File: config.mk
export PLATFORM = sky130hd
export DESIGN_NAME = servo_trim_clamp_slew_limiter
export DESIGN_NICKNAME = d
export VERILOG_FILES = /design/src/design/stcsl_pkg.sv /design/src/design/stcsl_channel.sv /design/src/design/servo_trim_clamp_slew_limiter.sv
export SDC_FILE = /design/constraint.sdc
export NUM_CORES = 2
export LEC_CHECK = 0
export BUFFER_PORTS_ARGS = -buffer_cell sky130_fd_sc_hd__buf_2
export CAP_MARGIN = 10
export CORE_AREA = 2 2 284 286
export DETAILED_ROUTE_END_ITERATION = 16
export DIE_AREA = 0 0 286 288
export PLACE_DENSITY = 0.74
export REMOVE_ABC_BUFFERS = 1
export SETUP_SLACK_MARGIN = 0.1
export SYNTH_ARGS = -nofsm -noshare
export SYNTH_HDL_FRONTEND = slang
export SYNTH_SLANG_ARGS = --single-unit
File: constraint.sdc
create_clock -name clk -period 13.2 [get_ports clk]
set_input_delay 1.32 -clock clk [delete_from_list [all_inputs] [get_ports clk]]
set_output_delay 1.32 -clock clk [all_outputs]
set_load 0.1 [all_outputs]
File: src/design/stcsl_pkg.sv
// Shared types and constants for the servo trim, clamp and slew limiter.
// Used by stcsl_channel and servo_trim_clamp_slew_limiter; depends on nothing.
package stcsl_pkg;

	// Field widths
	localparam int ANGLE_W = 16;
	localparam int DEG_W   = 10;
	localparam int STEP_W  = 24;

	// Position range, 1/64 degree
	localparam logic signed [ANGLE_W-1:0] POS_MAX = 16'sd23040;

	// Configuration register indexes
	localparam logic [2:0] REG_NEUTRAL    = 3'd0;
	localparam logic [2:0] REG_TRIM_LEFT  = 3'd1;
	localparam logic [2:0] REG_TRIM_RIGHT = 3'd2;
	localparam logic [2:0] REG_TRIM_PITCH = 3'd3;
	localparam logic [2:0] REG_DEFL_LIMIT = 3'd4;
	localparam logic [2:0] REG_SLEW_RATE  = 3'd5;
	localparam logic [2:0] REG_LIMITS_ON  = 3'd6;

	// Reset values
	localparam logic [13:0] NEUTRAL_RST    = 14'd5760;
	localparam logic [12:0] DEFL_LIMIT_RST = 13'd2560;
	localparam logic [15:0] SLEW_RATE_RST  = 16'd4915;
	localparam logic signed [ANGLE_W-1:0] HELD_RST = 16'sd5760;

	// Configuration register set
	typedef struct packed {
		logic        [13:0] neutral;
		logic signed [13:0] trim_left;
		logic signed [13:0] trim_right;
		logic signed [13:0] trim_pitch;
		logic        [12:0] deflection_limit;
		logic        [15:0] slew_rate;
		logic               limits_on;
	} cfg_t;

endpackage

File: src/design/stcsl_channel.sv
// One servo channel: trim with saturation, clamp window, slew limit, degree rounding.
// Depends on stcsl_pkg.
module stcsl_channel (
	input  stcsl_pkg::cfg_t                               cfg,
	input  logic signed [stcsl_pkg::ANGLE_W-1:0]          cmd,
	input  logic signed [13:0]                            trim,
	input  logic signed [stcsl_pkg::ANGLE_W-1:0]          held,
	input  logic        [stcsl_pkg::STEP_W-1:0]           step,
	output logic signed [stcsl_pkg::ANGLE_W-1:0]          pos,
	output logic signed [stcsl_pkg::DEG_W-1:0]            deg
);

	logic signed [16:0] sum;
	logic signed [17:0] sat;
	logic signed [17:0] lo;
	logic signed [17:0] hi;
	logic signed [17:0] clamped;
	logic signed [25:0] change;
	logic signed [25:0] step_s;
	logic signed [25:0] held_ext;
	logic signed [25:0] moved;
	logic        [15:0] mag;
	logic        [15:0] mag_rnd;
	logic        [9:0]  deg_mag;

	// trim add, saturated to the position range
	always_comb begin
		sum = $signed({cmd[15], cmd}) + $signed({{3{trim[13]}}, trim});
		if (sum > $signed({stcsl_pkg::POS_MAX[15], stcsl_pkg::POS_MAX}))
			sat = 18'(stcsl_pkg::POS_MAX);
		else if (sum < -$signed({stcsl_pkg::POS_MAX[15], stcsl_pkg::POS_MAX}))
			sat = -18'(stcsl_pkg::POS_MAX);
		else
			sat = 18'(sum);
	end

	// clamp window around neutral
	always_comb begin
		lo = $signed({4'b0, cfg.neutral}) - $signed({5'b0, cfg.deflection_limit});
		hi = $signed({4'b0, cfg.neutral}) + $signed({5'b0, cfg.deflection_limit});
		if (sat < lo)
			clamped = lo;
		else if (sat > hi)
			clamped = hi;
		else
			clamped = sat;
	end

	// slew limit against the held position
	always_comb begin
		held_ext = 26'(held);
		step_s   = $signed({2'b0, step});
		change   = 26'(clamped) - held_ext;
		moved    = 26'(clamped);
		if (change > step_s)
			moved = held_ext + step_s;
		else if (change < -step_s)
			moved = held_ext - step_s;

		if (!cfg.limits_on)
			pos = sat[15:0];
		else if (cfg.slew_rate == 16'd0)
			pos = clamped[15:0];
		else
			pos = moved[15:0];
	end

	// round to whole degrees, half away from zero
	always_comb begin
		mag     = pos[15] ? 16'(-pos) : 16'(pos);
		mag_rnd = mag + 16'd32;
		deg_mag = mag_rnd[15:6];
		deg     = pos[15] ? $signed(-deg_mag) : $signed(deg_mag);
	end

endmodule

File: src/design/servo_trim_clamp_slew_limiter.sv
// Top level of the three-channel servo trim, clamp and slew limiter.
// Depends on stcsl_pkg and stcsl_channel.
//
//  channel  | direction | handshake          | payload
//  ---------+-----------+--------------------+------------------------------------------
//  s_       | in        | s_tvalid/s_tready  | s_tdata: cmd_left, cmd_right, cmd_pitch,
//           |           |                    |          elapsed_ms
//  m_       | out       | m_tvalid/m_tready  | m_tdata: pos_left, pos_right, pos_pitch,
//           |           |                    |          deg_left, deg_right, deg_pitch
//  cfg_     | in        | cfg_we             | cfg_index, cfg_wdata
//
// One item per cycle sustained while m_tready stays high; m_tvalid rises as an item
// moves from the input register to the result register. The held positions, loaded
// with the result register, feed back: the channel logic between the input and result
// registers sets the clock, with one 16x16 multiply shared by the three channels for
// the allowed step. Reset clears the valid flags, sets the held positions and registers
// to defaults. A stalled output holds a full input register and the held positions.
module servo_trim_clamp_slew_limiter (
	input  logic        clk,
	input  logic        arst_n,
	// slave stream
	input  logic        s_tvalid,
	output logic        s_tready,
	input  logic [63:0] s_tdata,   // cmd_left[15:0], cmd_right[31:16], cmd_pitch[47:32],
	                               // elapsed_ms[63:48]
	// master stream
	output logic        m_tvalid,
	input  logic        m_tready,
	output logic [79:0] m_tdata,   // pos_left[15:0], pos_right[31:16], pos_pitch[47:32],
	                               // deg_left[57:48], deg_right[67:58], deg_pitch[77:68],
	                               // zero[79:78]
	// configuration writes
	input  logic        cfg_we,
	input  logic [2:0]  cfg_index,
	input  logic [15:0] cfg_wdata
);

	stcsl_pkg::cfg_t cfg_q;

	logic               valid_s1;
	logic signed [15:0] cmd_left_s1;
	logic signed [15:0] cmd_right_s1;
	logic signed [15:0] cmd_pitch_s1;
	logic        [15:0] elapsed_s1;

	logic signed [15:0] held_left_q;
	logic signed [15:0] held_right_q;
	logic signed [15:0] held_pitch_q;

	logic               out_valid_q;
	logic [79:0]        out_data_q;

	logic               advance;
	logic               fire;
	logic [31:0]        product;
	logic [stcsl_pkg::STEP_W-1:0] step;

	logic signed [15:0] pos_left;
	logic signed [15:0] pos_right;
	logic signed [15:0] pos_pitch;
	logic signed [9:0]  deg_left;
	logic signed [9:0]  deg_right;
	logic signed [9:0]  deg_pitch;

	// flow control: stage 1 moves when the result register is free or being taken
	assign advance  = !out_valid_q || m_tready;
	assign fire     = valid_s1 && advance;
	assign s_tready = !valid_s1 || advance;
	assign m_tvalid = out_valid_q;
	assign m_tdata  = out_data_q;

	// configuration registers
	always_ff @(posedge clk or negedge arst_n) begin
		if (!arst_n) begin
			cfg_q.neutral          <= stcsl_pkg::NEUTRAL_RST;
			cfg_q.trim_left        <= '0;
			cfg_q.trim_right       <= '0;
			cfg_q.trim_pitch       <= '0;
			cfg_q.deflection_limit <= stcsl_pkg::DEFL_LIMIT_RST;
			cfg_q.slew_rate        <= stcsl_pkg::SLEW_RATE_RST;
			cfg_q.limits_on        <= 1'b1;
		end else if (cfg_we) begin
			case (cfg_index)
				stcsl_pkg::REG_NEUTRAL:    cfg_q.neutral          <= cfg_wdata[13:0];
				stcsl_pkg::REG_TRIM_LEFT:  cfg_q.trim_left        <= $signed(cfg_wdata[13:0]);
				stcsl_pkg::REG_TRIM_RIGHT: cfg_q.trim_right       <= $signed(cfg_wdata[13:0]);
				stcsl_pkg::REG_TRIM_PITCH: cfg_q.trim_pitch       <= $signed(cfg_wdata[13:0]);
				stcsl_pkg::REG_DEFL_LIMIT: cfg_q.deflection_limit <= cfg_wdata[12:0];
				stcsl_pkg::REG_SLEW_RATE:  cfg_q.slew_rate        <= cfg_wdata;
				stcsl_pkg::REG_LIMITS_ON:  cfg_q.limits_on        <= cfg_wdata[0];
				default: ;
			endcase
		end
	end

	// input register: valid flag
	always_ff @(posedge clk or negedge arst_n) begin
		if (!arst_n) begin
			valid_s1 <= 1'b0;
		end else if (s_tready) begin
			valid_s1 <= s_tvalid;
		end
	end

	// input register: payload
	always_ff @(posedge clk) begin
		if (s_tvalid && s_tready) begin
			cmd_left_s1  <= $signed(s_tdata[15:0]);
			cmd_right_s1 <= $signed(s_tdata[31:16]);
			cmd_pitch_s1 <= $signed(s_tdata[47:32]);
			elapsed_s1   <= s_tdata[63:48];
		end
	end

	// allowed step in 1/64 degree, shared by all channels
	assign product = cfg_q.slew_rate * elapsed_s1;
	assign step    = product[31:8];

	stcsl_channel u_left (
		.cfg  (cfg_q),
		.cmd  (cmd_left_s1),
		.trim (cfg_q.trim_left),
		.held (held_left_q),
		.step (step),
		.pos  (pos_left),
		.deg  (deg_left)
	);

	stcsl_channel u_right (
		.cfg  (cfg_q),
		.cmd  (cmd_right_s1),
		.trim (cfg_q.trim_right),
		.held (held_right_q),
		.step (step),
		.pos  (pos_right),
		.deg  (deg_right)
	);

	stcsl_channel u_pitch (
		.cfg  (cfg_q),
		.cmd  (cmd_pitch_s1),
		.trim (cfg_q.trim_pitch),
		.held (held_pitch_q),
		.step (step),
		.pos  (pos_pitch),
		.deg  (deg_pitch)
	);

	// held positions and result valid
	always_ff @(posedge clk or negedge arst_n) begin
		if (!arst_n) begin
			held_left_q  <= stcsl_pkg::HELD_RST;
			held_right_q <= stcsl_pkg::HELD_RST;
			held_pitch_q <= stcsl_pkg::HELD_RST;
			out_valid_q  <= 1'b0;
		end else begin
			if (advance)
				out_valid_q <= valid_s1;
			if (fire) begin
				held_left_q  <= pos_left;
				held_right_q <= pos_right;
				held_pitch_q <= pos_pitch;
			end
		end
	end

	// result register payload
	always_ff @(posedge clk) begin
		if (fire) begin
			out_data_q <= {2'b00, deg_pitch, deg_right, deg_left,
			               pos_pitch, pos_right, pos_left};
		end
	end

`ifndef SYNTH
	// a stalled result leaves the held positions untouched
	assert property (@(posedge clk) disable iff (!arst_n)
		(m_tvalid && !m_tready) |=> ($stable(held_left_q) && $stable(held_right_q)
		                             && $stable(held_pitch_q)))
		else $error("held position changed while output stalled");

	// an empty result register never blocks the input side
	assert property (@(posedge clk) disable iff (!arst_n)
		!m_tvalid |-> s_tready)
		else $error("input stalled with result register empty");

	// every delivered position lies within the position range
	assert property (@(posedge clk) disable iff (!arst_n)
		m_tvalid |-> ($signed(m_tdata[15:0]) <= stcsl_pkg::POS_MAX
		              && $signed(m_tdata[15:0]) >= -stcsl_pkg::POS_MAX
		              && $signed(m_tdata[31:16]) <= stcsl_pkg::POS_MAX
		              && $signed(m_tdata[31:16]) >= -stcsl_pkg::POS_MAX
		              && $signed(m_tdata[47:32]) <= stcsl_pkg::POS_MAX
		              && $signed(m_tdata[47:32]) >= -stcsl_pkg::POS_MAX))
		else $error("output position out of range");

	// a pending result is kept until it is taken
	assert property (@(posedge clk) disable iff (!arst_n)
		(m_tvalid && !m_tready) |=> (m_tvalid && $stable(out_data_q)))
		else $error("pending result lost or changed");
`endif

endmodule

== After elaboration in Yosys (flattened, before gate mapping) ==
Index checks and enable logic that the tools add are counted.

* Eq/ne operators: 6
* $mul: 1
* Muxes and demuxes: 30
* Add/sub/neg operators: 24
* Magnitude comparators: 18
* Reduce and logical (&&, ||, !) cells: 15

{| class="wikitable"
|+ Operator list
! operator !! number
|-
| 16-bit 2-to-1 mux || 15
|-
| 18-bit 2-to-1 mux || 12
|-
| 19-bit by 26-bit < comparator with 1-bit output || 3
|-
| 19-bit by 25-bit > comparator with 1-bit output || 3
|-
| 18-bit by 16-bit subtractor with 19-bit output || 3
|-
| 18-bit > comparator || 3
|-
| 18-bit < comparator || 3
|-
| 16-bit by 14-bit adder with 17-bit output || 3
|-
| 17-bit by 16-bit > comparator with 1-bit output, second input constant || 3
|-
| 17-bit by 16-bit < comparator with 1-bit output, second input constant || 3
|-
| 16-bit adder || 3
|-
| 16-bit by 6-bit adder with 16-bit output, second input constant || 3
|-
| 16-bit negator || 3
|-
| 16-bit subtractor || 3
|-
| 16-bit by 16-bit multiplier with 32-bit output || 1
|-
| 10-bit 2-to-1 mux || 3
|-
| 10-bit negator || 3
|-
| 24-bit negator with 26-bit output || 1
|-
| 16-bit logical NOT || 1
|-
| 14-bit by 13-bit adder with 15-bit output || 1
|-
| 14-bit by 13-bit subtractor with 15-bit output || 1
|-
| 2-bit AND reduction || 7
|-
| 3-bit == test, second input constant || 3
|-
| 3-bit by 2-bit == test with 1-bit output, second input constant || 2
|-
| other kinds (5) || 8
|}

* Output and inout port bits: 82
* Input port bits: 88
* Flip-flop bits (word level): 278
* Word-level logic and storage cells: 111

== Depth between registers and ports, before layout ==
* Depth after elaboration: 18
* Gate-level depth with buffers: 77
* Depth with buffers taken out: 74

== Hierarchy ==
Synthesis repeated with hierarchy kept, for this count alone.

* Cells, all modules: 4,991
* Area total of the unflattened synthesis: 43,488.0 um2

{| class="wikitable"
|+ Modules (own cells, without submodules)
! module !! times used !! cells each !! seq. area each (um2) !! area each (um2)
|-
| servo_trim_clamp_slew_limiter || 1 || 1,438 || 7,699.9 || 17,973.5
|-
| stcsl_channel at u_left ... || 2 || 1,174 || 0.0 || 8,490.6
|-
| stcsl_channel at u_right || 1 || 1,205 || 0.0 || 8,533.2
|}

== Worst setup path after synthesis ==
No wires, ideal clock.

* Path kind: reg2reg
* Start: register cfg_q[58] in the netlist's numbering
* End: register out_data_q[57], in the netlist m_tdata[57] (data pin)
* Data arrival time: 14,288 ps
* Path slack: -1,354 ps
* Clock period less this slack: 14,554 ps
* Required time: 12,934 ps
* Stages on the path, launching flop included: 77
* Path buffers: 6
* Setup time: 266 ps
* Cells stage by stage: dfrtp_1 -> ha_1 -> inv_1 -> fa_1 -> nand2b_1 -> a21boi_1 -> o21ai_0 -> mux2_2 -> a21oi_1 -> a211o_1 -> a21oi_1 -> or3b_2 -> ha_1 -> inv_1 -> o21a_1 -> a22oi_1 -> buf_2 -> nor2_1 -> [41 not listed] -> a2111oi_0 -> a211oi_1 -> a221oi_1 -> clkbuf_1 -> clkbuf_1 -> buf_1 -> a21oi_1 -> xor2_1 -> ha_1 -> or4b_2 -> a21o_1 -> nand3_1 -> a311oi_1 -> xnor2_1 -> nand2_1 -> and4bb_1 -> xnor2_1 -> o21ai_1

* Word-level cells in the longest chain between the ends: 18
* Elaborated cells between the ends (all ways): 21
* Classes of those cells: add/sub (5); order compare (6); mux (10)

{| class="wikitable"
|+ Ends and longest elaborated chain
! item !! line !! text
|-
| start: declaration || servo_trim_clamp_slew_limiter.sv:38 || <nowiki>stcsl_pkg::cfg_t cfg_q;</nowiki>
|-
| 16-bit by 14-bit adder with 17-bit output (*) || stcsl_channel.sv:28 || <nowiki>sum = $signed({cmd[15], cmd}) + $signed({{3{trim[13]}}, trim});</nowiki>
|-
| 17-bit by 16-bit < comparator with 1-bit output || stcsl_channel.sv:31 || <nowiki>else if (sum < -$signed({stcsl_pkg::POS_MAX[15], stcsl_pkg::POS_MAX}))</nowiki>
|-
| 18-bit 2-to-1 mux || stcsl_channel.sv:31 ||
|-
| 18-bit 2-to-1 mux (*) || stcsl_channel.sv:29 || <nowiki>if (sum > $signed({stcsl_pkg::POS_MAX[15], stcsl_pkg::POS_MAX}))</nowiki>
|-
| 18-bit > comparator || stcsl_channel.sv:43 || <nowiki>else if (sat > hi)</nowiki>
|-
| 18-bit 2-to-1 mux || stcsl_channel.sv:43 ||
|-
| 18-bit 2-to-1 mux || stcsl_channel.sv:41 || <nowiki>if (sat < lo)</nowiki>
|-
| 18-bit by 16-bit subtractor with 19-bit output || stcsl_channel.sv:53 || <nowiki>change = 26'(clamped) - held_ext;</nowiki>
|-
| [3 not listed] || n/a ||
|-
| 16-bit 2-to-1 mux || stcsl_channel.sv:62 || <nowiki>else if (cfg.slew_rate == 16'd0)</nowiki>
|-
| 16-bit 2-to-1 mux (*) || stcsl_channel.sv:60 || <nowiki>if (!cfg.limits_on)</nowiki>
|-
| 16-bit negator || stcsl_channel.sv:70 || <nowiki>mag = pos[15] ? 16'(-pos) : 16'(pos);</nowiki>
|-
| 16-bit 2-to-1 mux || stcsl_channel.sv:70 ||
|-
| 16-bit by 6-bit adder with 16-bit output || stcsl_channel.sv:71 || <nowiki>mag_rnd = mag + 16'd32;</nowiki>
|-
| 10-bit negator || stcsl_channel.sv:73 || <nowiki>deg = pos[15] ? $signed(-deg_mag) : $signed(deg_mag);</nowiki>
|-
| 10-bit 2-to-1 mux (*) || stcsl_channel.sv:73 ||
|-
| net deg_left[9] || servo_trim_clamp_slew_limiter.sv:61 || <nowiki>logic signed [9:0] deg_left;</nowiki>
|-
| end signal: assignment || servo_trim_clamp_slew_limiter.sv:170 || <nowiki>out_data_q <= {2'b00, deg_pitch, deg_right, deg_left,</nowiki>
|-
| end: declaration || servo_trim_clamp_slew_limiter.sv:51 || <nowiki>logic [79:0] out_data_q;</nowiki>
|}

Mark *: on every way through the listed nets, which the timed path passes. The rest lies on a longest branch.
A chain may end at the register's enable or synchronous reset.

== Worst setup path after layout ==
Ends and elaborated chain as after synthesis.

==> reports/metrics.csv <==
metric;value;unit
Synth Area per Inst;8.521;um2
H-tree Lvls;2;
starting DRC count in detailed routing;4012;
Worst Hold End;held_pitch_q[9]$_DFFE_PN1P_;
total global-route track usage;0.3573;
Worst Path Required;13530;ps
post-synth cell types;110;
fraction of layout cells with a size suffix above 1;0.3080;
min-delay src;held_pitch_q[9]$_DFFE_PN1P_;
ys flop type;edfxtp_1;
Layout area overhead;32.50;%
buffers from clock root to sink, at most;3;
DR vias/cell;6.073;
Hold Crit Class;reg2reg;
# DRC;0;
estimated wirelength of the detail-placed design;118.8;mm
CP max stage cell;or4b_4;
critical path class;reg2reg;
Max Fclk;0.07313;GHz
worst reg2reg path depth;80;
Routed Antenna Nets;0;
root buffer cell;clkbuf_16;
CP delay by family, top;compound AO/OA/AOI/OAI gates;
Final setup viols;11;
clock latency on the worst-skew pair;600;ps
r2r setup slk;-470;ps
Max stage delay on crit path;460;ps
Hold Path Stages;2;
die width;286;um
largest net degree at the start of global routing;81;
core box area;79640;um2
most frequent cell after synthesis;ha_1;
Fin Clk Skew;22.57;ps
worst r2r src;cfg_q[58]$_DFFE_PN0P_;
Worst Path Max Fanout;4;
gpl congestion;1.091;
height of the chip;288;um
Seq cells post-synth;278;
Reg-to-Reg End;m_tdata[57]$_DFFE_PP_;
register area share after synthesis;0.1958;
number of clock sinks;278;
cts-stage hold buffer count;0;
Yosys warnings;0;
initial antenna violation count;5;
Net count, final;6568;
Critical Path AT;14010;ps
Post-Route WL;151.9;mm
vias in the first global route;40680;
FP Rows;104;
number of port buffers;167;
number of buffers created by CTS;36;
max-capacitance violation count;0;
RSZ-0062 raised after global routing;yes;
fin crit share;1.036;
share of the synthesized area in the top cell type;0.1804;
DR vias;41270;
Synth Cell Area;39330;um2
top post-synthesis cells by area;ha_1, edfxtp_1, fa_1;
min Tclk post-route;13670;ps
Post-synth top cells;ha_1, inv_1, nand2_1, nor2_1, a21oi_1;
Max Slew Vio Count;0;
Worst slew margin;0.2448;
Place WS;-1972;ps
worst slew pin tran;1127;ps
I/O Pins;170;
WP buf/inv;12;
DR pass1 iterations;7;
area leader, netlist;ha_1;
clock-pin transition on the worst setup and hold timing paths;60;ps
WL per Instance;22.35;um
Remaining Overflow, GRT;0;
crit path launch type;flip-flop;
CTS tree;built;
CP most frequent cell;buf_6;
failing checks;negative setup slack;
initial core utilization;0.4938;
status;finished, violations left;
Post-synth EDFFs;142;
Core Util, Final;0.6543;
FFs w/ async S/R, synth;0.4892;
Fin. Hold Viols;0;
first-pass GRT wire length;227.9;mm
crit end category;flip-flop;
Cells after Synth;4615;
Die ar.;82370;um2
Final WS setup;-474.4;ps
layer usage:
layer,vias to the layer above,GRT usage,part of all wire
li1,18750,-,-
met1,19640,0.4387,0.38
met2,2229,0.5699,0.44
met3,651,0.07393,0.10
met4,2,0.2339,0.080
met5,-,0,0.00011
kinds of logic (layout without fill, tap and decap cells):
logic type / after synthesis / after routing / synth area share
flip-flops: 278 / 278 / 0.1958
AO/OA/AOI/OAI: 1207 / 1207 / 0.2070
buffers and inverters: 647 / 1765 / 0.06277
other: 1 / 4 / 0.00009536
AND/OR/NAND/NOR: 1403 / 1403 / 0.1742
multiplexers: 101 / 101 / 0.02838
XOR/XNOR: 203 / 203 / 0.04575
adder cells (fa/ha/maj): 775 / 775 / 0.2860
per-stage QoR:
step,hold WS [ps],std cells,setup TNS [ps],area [um2]
floorplan,457.2,4469,-29390,38740
global placement,494.5,6601,-17020,47800
detailed placement,499.8,6601,-23390,47800
CTS,511.2,6754,-768.0,50630
global route,525.0,6794,-12520,52100
finish,512.9,6796,-3000,52110
how the worst max path moves through the flow:
stage | from | endpoint | slack [ps] | cells past startpoint
after detailed placement | cfg_q[58]$_DFFE_PN0P_ | m_tdata[57]$_DFFE_PP_ | -1970 | 72
after global placement | cfg_q[58]$_DFFE_PN0P_ | m_tdata[57]$_DFFE_PP_ | -1470 | 73
after floorplan | cfg_q[58]$_DFFE_PN0P_ | m_tdata[57]$_DFFE_PP_ | -2740 | 67
final | cfg_q[58]$_DFFE_PN0P_ | m_tdata[57]$_DFFE_PP_ | -470 | 80
after global routing | cfg_q[30]$_DFFE_PN0P_ | m_tdata[77]$_DFFE_PP_ | -1040 | 67
after CTS | cmd_left_s1[0]$_DFFE_PP_ | m_tdata[57]$_DFFE_PP_ | -240 | 78
sequential cells by signal (all words and copies together) (netlist names):
signal,count
elapsed_s1,16
held_left_q,16
cmd_left_s1,16
m_tvalid,1
held_pitch_q,16
cmd_right_s1,16
held_right_q,16
m_tdata,78
cfg_q,86
cmd_pitch_s1,16
valid_s1,1
cells in the final DEF (no fill, tap or decap), types with 30 or more instances in the layout:
cell type and n:
nor2b_1 38, and2_1 115, o221ai_1 30, nor3_1 87, ha_1 541, buf_6 31, buf_4 997, nand3_1 75
nand2_1 426, a21oi_1 253, a31oi_1 35, xor2_1 62, xnor2_1 119, clkbuf_16 37, nand4_1 58, mux2_2 79
edfxtp_1 142, a21oi_2 36, a21o_1 89, buf_2 167, nand2b_1 46, o31ai_1 32, nor2_1 280, dfrtp_1 110
o21a_1 47, a211oi_1 37, o211ai_1 35, inv_1 486, o21ai_0 198, fa_1 204
tightest hold or removal path, cell delays in order (launching register included):
cell     delay [ps]
dfstp_2         370
inv_1            70
a21oi_1          60
area by class of cell:
class	count	area [um2]
Fill cell	6340	27530
Tap cell	1060	1326
Inverter	500	1882
Timing Repair Buffer	1199	8745
Clock buffer	44	972.2
Antenna cell	2	5.005
Clock inverter	22	265.3
Multi-Input combinational cell	3691	31210
Sequential cell	278	7700
what timing repair did:
item,CTS,global route
resized for setup,229,242
gates cloned,1,0
endpoints found under the hold margin,0,0
pin swaps,146,197
setup endpoints to repair,28,27
buffers inserted,88,42
Power is not shown: default switching activity piles up to over one toggle a cycle in this logic, so the estimate is an artifact.
